--- src/rtl/lfu_pkg.sv ---
// Shared types and constants for the LFU cache lookup and eviction block.
// Used by lfu_ctrl, lfu_datapath, the top level and the checker.
package lfu_pkg;

   localparam int ENTRIES    = 64;
   localparam int IDX_BITS   = 6;
   localparam int LINE_SHIFT = 6;
   localparam int ADDR_BITS  = 64;
   localparam int TAG_BITS   = 58;
   localparam int COUNT_BITS = 16;
   localparam int CAP_BITS   = 7;
   localparam int TOTAL_BITS = 32;
   localparam int KEY_BITS   = 1 + COUNT_BITS + IDX_BITS;
   localparam int TREE_FAN   = 4;
   localparam int TREE_STEPS = 3;
   localparam int STEP_BITS  = 2;

   localparam logic [CAP_BITS-1:0] CAP_RESET = CAP_BITS'(ENTRIES);
   localparam logic REQ_ACCESS = 1'b0;
   localparam logic REQ_FLUSH  = 1'b1;

   typedef struct packed {
      logic                 req_type;
      logic [ADDR_BITS-1:0] byte_address;
   } lfu_req_type;

   typedef struct packed {
      logic                  hit;
      logic                  evict_valid;
      logic [TAG_BITS-1:0]   evicted_line;
      logic [TOTAL_BITS-1:0] hit_count;
      logic [TOTAL_BITS-1:0] miss_count;
   } lfu_rsp_type;

   typedef struct packed {
      logic load;
      logic look;
      logic step;
      logic update;
   } lfu_cmd_type;

   typedef struct packed {
      logic hit;
      logic flush;
      logic evict;
      logic rsp_busy;
   } lfu_stat_type;

endpackage

--- src/rtl/lfu_ctrl.sv ---
// Sequencer for one access: lookup, victim search, update, result.
// Depends on lfu_pkg for the command and status structs.
module lfu_ctrl (
   input  logic                  clock,
   input  logic                  reset,
   input  logic                  req_valid,
   output logic                  req_stall,
   input  lfu_pkg::lfu_stat_type stat,
   output lfu_pkg::lfu_cmd_type  cmd
);

   localparam logic [2:0] S_IDLE = 3'd0;
   localparam logic [2:0] S_LOOK = 3'd1;
   localparam logic [2:0] S_DEC  = 3'd2;
   localparam logic [2:0] S_TREE = 3'd3;
   localparam logic [2:0] S_UPD  = 3'd4;

   logic [2:0] state_ff, state_in;
   logic [lfu_pkg::STEP_BITS-1:0] step_ff, step_in;

   assign req_stall = (state_ff != S_IDLE);

   always_comb begin
      state_in   = state_ff;
      step_in    = step_ff;
      cmd        = '0;
      case (state_ff)
         S_IDLE: begin
            if (req_valid) begin
               cmd.load = 1'b1;
               state_in = S_LOOK;
            end
         end
         S_LOOK: begin
            cmd.look = 1'b1;
            state_in = S_DEC;
         end
         S_DEC: begin
            step_in = '0;
            if (!stat.flush && !stat.hit && stat.evict) state_in = S_TREE;
            else state_in = S_UPD;
         end
         S_TREE: begin
            cmd.step = 1'b1;
            step_in  = step_ff + 1'b1;
            if (step_ff == lfu_pkg::STEP_BITS'(lfu_pkg::TREE_STEPS - 1)) state_in = S_UPD;
         end
         S_UPD: begin
            if (!stat.rsp_busy) begin
               cmd.update = 1'b1;
               state_in   = S_IDLE;
            end
         end
         default: state_in = S_IDLE;
      endcase
   end

   always_ff @(posedge clock) begin
      if (reset) begin
         state_ff <= S_IDLE;
         step_ff  <= '0;
      end else begin
         state_ff <= state_in;
         step_ff  <= step_in;
      end
   end

endmodule

--- config.mk ---
export PLATFORM = sky130hd
export DESIGN_NAME = lfu_ctrl
export DESIGN_NICKNAME = d
export VERILOG_FILES = /design/src/rtl/lfu_pkg.sv /design/src/rtl/lfu_ctrl.sv
export SDC_FILE = /design/constraint.sdc
export NUM_CORES = 1
export LEC_CHECK = 0
export BUFFER_PORTS_ARGS = -buffer_cell sky130_fd_sc_hd__buf_2
export CORE_AREA = 4 4 41 43
export CTS_CLUSTER_SIZE = 30
export DETAILED_ROUTE_END_ITERATION = 8
export DIE_AREA = 0 0 45 47
export PLACE_DENSITY = 0.52
export SYNTH_ARGS = -nofsm -noshare
export SYNTH_HDL_FRONTEND = slang
export SYNTH_SLANG_ARGS = --single-unit
--- constraint.sdc ---
create_clock -name clock -period 2.6 [get_ports clock]
set_clock_uncertainty 0.15 [all_clocks]
set_input_delay 0.26 -clock clock [delete_from_list [all_inputs] [get_ports clock]]
set_output_delay 0.26 -clock clock [all_outputs]
set_load 0.02 [all_outputs]
After elaboration in Yosys (flattened, before gate mapping)
Cells that the tools add are included.

word-level totals
  flip-flop bits (word level) = 5
  latch bits = 0
  memory bits (writable) = 0
  bits in read-only memories = 0
  input bits = 7
  word-level logic and storage cells = 31
  memories kept = 0

cells by class
  $add $sub $neg = 1
  multiply operators = 0
  div/mod/pow operators = 0
  magnitude comparators = 0
  eq/ne operators = 8
  shifts and indexed selects = 0
  muxes and demuxes = 12
  bitwise logic cells = 0
  reduce and logical (&&, ||, !) cells = 8

operators with widths
  cell                                                 count
  case mux 3 bit (5 select lines)                      1
  2-to-1 mux 3 bit                                     4
  equality test 3 x 2 -> 1 bit, second input constant  2
  2-to-1 mux 1 bit                                     6
  != test 2 bit, second input constant                 3
  case mux 2 bit (2 select lines)                      1
  equality test 3 x 1 -> 1 bit, second input constant  1
  equality test 3 bit, second input constant           1
  zero test 3 bit                                      1
  AND reduction 3 bit                                  1
  nonzero test 3 bit                                   1
  adder 2 x 1 -> 2 bit, second input constant          1
  equality test 2 bit, second input constant           1
  logical AND 1 bit                                    2
  zero test 1 bit                                      2
  nonzero test 2 bit                                   1

Longest topological paths before layout
  depth after elaboration = 5
  gate-level depth with buffers = 5
  gate-level depth less buffers = 5

Least setup slack after synthesis
Ideal clock, no wire load.

  path kind = reg-to-output
  from = reg state_ff[1]
  to = out cmd[3] in the netlist's numbering
  arrival = 1,278 ps
  slack = 912 ps
  cell stages (with the launch flop) = 4
  buffers on the path = 1
  cell sequence = dfxtp_1 buf_2 or3_1 nor2_1

RTL lines
  what                    RTL line        source
  from (decl)             lfu_ctrl.sv:18  logic [2:0] state_ff, state_in;
  from (signal assigned)  lfu_ctrl.sv:63  state_ff <= state_in;
  to (decl)               lfu_ctrl.sv:9   output lfu_pkg::lfu_cmd_type cmd

==> results.toml <==
[outcome]
run_status = "finished, final reports clean"

[worst_setup_path]
regToRegSetupSlack_ns = 1.18
critPathRequiredTime_ns = 2.19
reg2reg_depth = 3
criticalPathCategory = "flip-flop to output pin"
crit_path_max_fanout = 12
cp-start-kind = "flip-flop"
worst_path_max_delay_cell = "or3_1"
path_cells = "or3_1 -> nor2_1 -> buf_2"
critical_path_depth = 3
crit_buf_inv = 1
cp.arrival_ns = 1.33
critPathTopFamily = "simple AND/OR/NAND/NOR gates"
cp_slowest_stage_delay_ns = 0.42
worst_setup_path_end_kind = "output pin"

[yosys]
syn-cell-area_um2 = 348
synth_top_cell_by_area = "dfxtp_1"
ys_types = 24
avgSynthCellArea_um2 = 8.70
synthesized_nets = 48
yosys_top_cell_area_share = 0.288
dominantRegCellSynth = "dfxtp_1"
synthesized_instance_count = 40
synth.yosys.seq_area_share = 0.288
ys_seq_elements = 5
top_cells_by_area_in_the_synthesized_netlist = "dfxtp_1 (29%), a2111oi_4 (7.9%), nor2_1 (5.4%), buf_2 (4.3%), nand3b_1 (4.3%)"
synth_enable_flop_cells = 0
postSynth.asyncResetShare = 0
synth-warning-count = 0

[timing]
setup-tns-final_ns = 0
period_minus_slack_ns = 1.74
timing.final.ws_setup_ns = 0.861
timing.slew.headroom = 0.726
timing.final.setup_violations = 0
max_freq_mhz = 575
finalHoldViolations = 0
tightestPinTransition_ns = 0.411
timing_max_transition_violations_final = 0
share_of_the_clock_period_used_by_the_worst_path_after_layout = 0.669
rsz0062_at_grt = "no"

[clocking]
numCtsBuffers = 3
cts_hold_buffers = 0
htree_levels = 1
clock_insertion_delay_worst_skew_ns = 0.24
cts_repair_resize_count = 0
cts.reportedPaths.clkPinSlew_ns = 0.05
post-cts-setup-buffers = 0
tritoncts = "built"
root_buffer = "clkbuf_4"
cts_num_sinks = 5
clk_path_buf_depth = 2

[floorplan]
ioPinCount = 12
dieWidth_um = 45
fp.dieArea_um2 = 2120
die_height_um = 47
placementRows = 13
core_um2 = 1300
effective_utilization_at_floorplan = 0.267

[placement]
dp_hpwl_um = 505
portBuffers = 11
dp_worst_setup_slack_ns = 1.10
routabilityCongestion = 0.655

[finish]
syn2layout_area_growth_pct = 24.5
mostFrequentLayoutCell = "buf_2"
fin_nets = 61
final_layout_size_suffix_gt1_frac = 0.327
antenna-diode-count = 0
layout.cells.most_common_list = "buf_2 (11), nor2_1 (5), dfxtp_1 (5)"
num-fill-cells = 150

[grt]
grt_first_pass_wirelength_um = 1060
grt_pass1_vias = 259
grt_use_total = 0.0719
antenna_found_initial = 0
grt_overflow_total = 0
maximum_number_of_pins_on_one_net_before_global_route_repair = 14

[detailed_routing]
drt_first_pass_iters = 4
average_wire_length_per_cell_after_detail_routing_um = 9.85
route.detailed.vias_per_inst = 4.67
total_number_of_vias = 313
drt_drc_violations_left = 0
postRouteWirelength_um = 660
antenna_left = 0
detailedRoute.firstIterationViolations = 4

[worst_hold_path]
hold_path_class = "input port to flip-flop"
min_delay_path_depth = 2

[pwr]
power_per_cell_area_nw_per_um2 = 1010
power_leakage_uw = 0.000182
vdd_drop_max_mv = 0.357

[run]
drv.max_cap_violation_count = 0
==> worst reg2reg max path, delay by kind of cell, from the launching register on <==
kind,cells,cell delay [ns]
compound gates,2,0.40
simple gates,1,0.23
flops,1,0.54
==> logic make-up (layout without fill, tap and decap cells) <==
logic type	Yosys count	in the layout	share of synthesized area
mux	2	2	0.0611
buf+inv	6	18	0.0755
compound gates	7	7	0.205
fa+ha+maj	1	1	0.0360
simple gates	19	19	0.335
flops	5	5	0.288
==> sequential cells by signal, indices dropped and copies added (netlist names) <==
name / flops
state_ff: 3
step_ff: 2
==> synthesized netlist by cell type (all sizes together) (2+ instances only) <==
cell type  n
dfxtp      5
nor2       5
buf        3
inv        3
nand2b     2
nand3b     2
nor3       2
or3        2
==> routing by layer <==
metal,global-route usage,share of wire
met4,0.0877,0.032
met2,0.102,0.46
met3,0.0115,0.048
met1,0.0843,0.46
met5,0,0
==> cell type report <==
class,instances,area (um2),area share
Tap cell,15,18.8,0.0434
Clock buffer,4,26.3,0.0607
Sequential cell,5,100,0.231
Timing Repair Buffer,11,55.1,0.127
Inverter,3,11.3,0.0260
Multi-Input combinational cell,29,221,0.512
==> worst paths after layout <==
| kind | startpoint | endpoint |
|---|---|---|
| hold / removal | reset | step_ff[0] |
| hold reg to reg | step_ff[1] | step_ff[1] |
| setup reg to reg | state_ff[1] | state_ff[2] |
| setup / recovery | state_ff[1] | cmd[3] |
==> through the flow <==
stage,hold WS (ns),instance area [um2],util,power (uW),cells
after floorplan,0.182,348,-,306,40
after global placement,0.336,407,0.313,353,63
after detailed placement,0.343,407,0.313,350,63
after CTS,0.135,433,0.333,445,67
after global routing,0.152,433,0.333,473,67
final,0.141,433,0.333,439,67
==> power by group <==
part,switching [uW],internal (uW),total [uW]
registers,58.6,97.4,156
logic,97.3,95.1,192
clock network,32.6,58.1,90.7
total,189,251,439
Note: power is estimated with default switching activity, not from simulation.
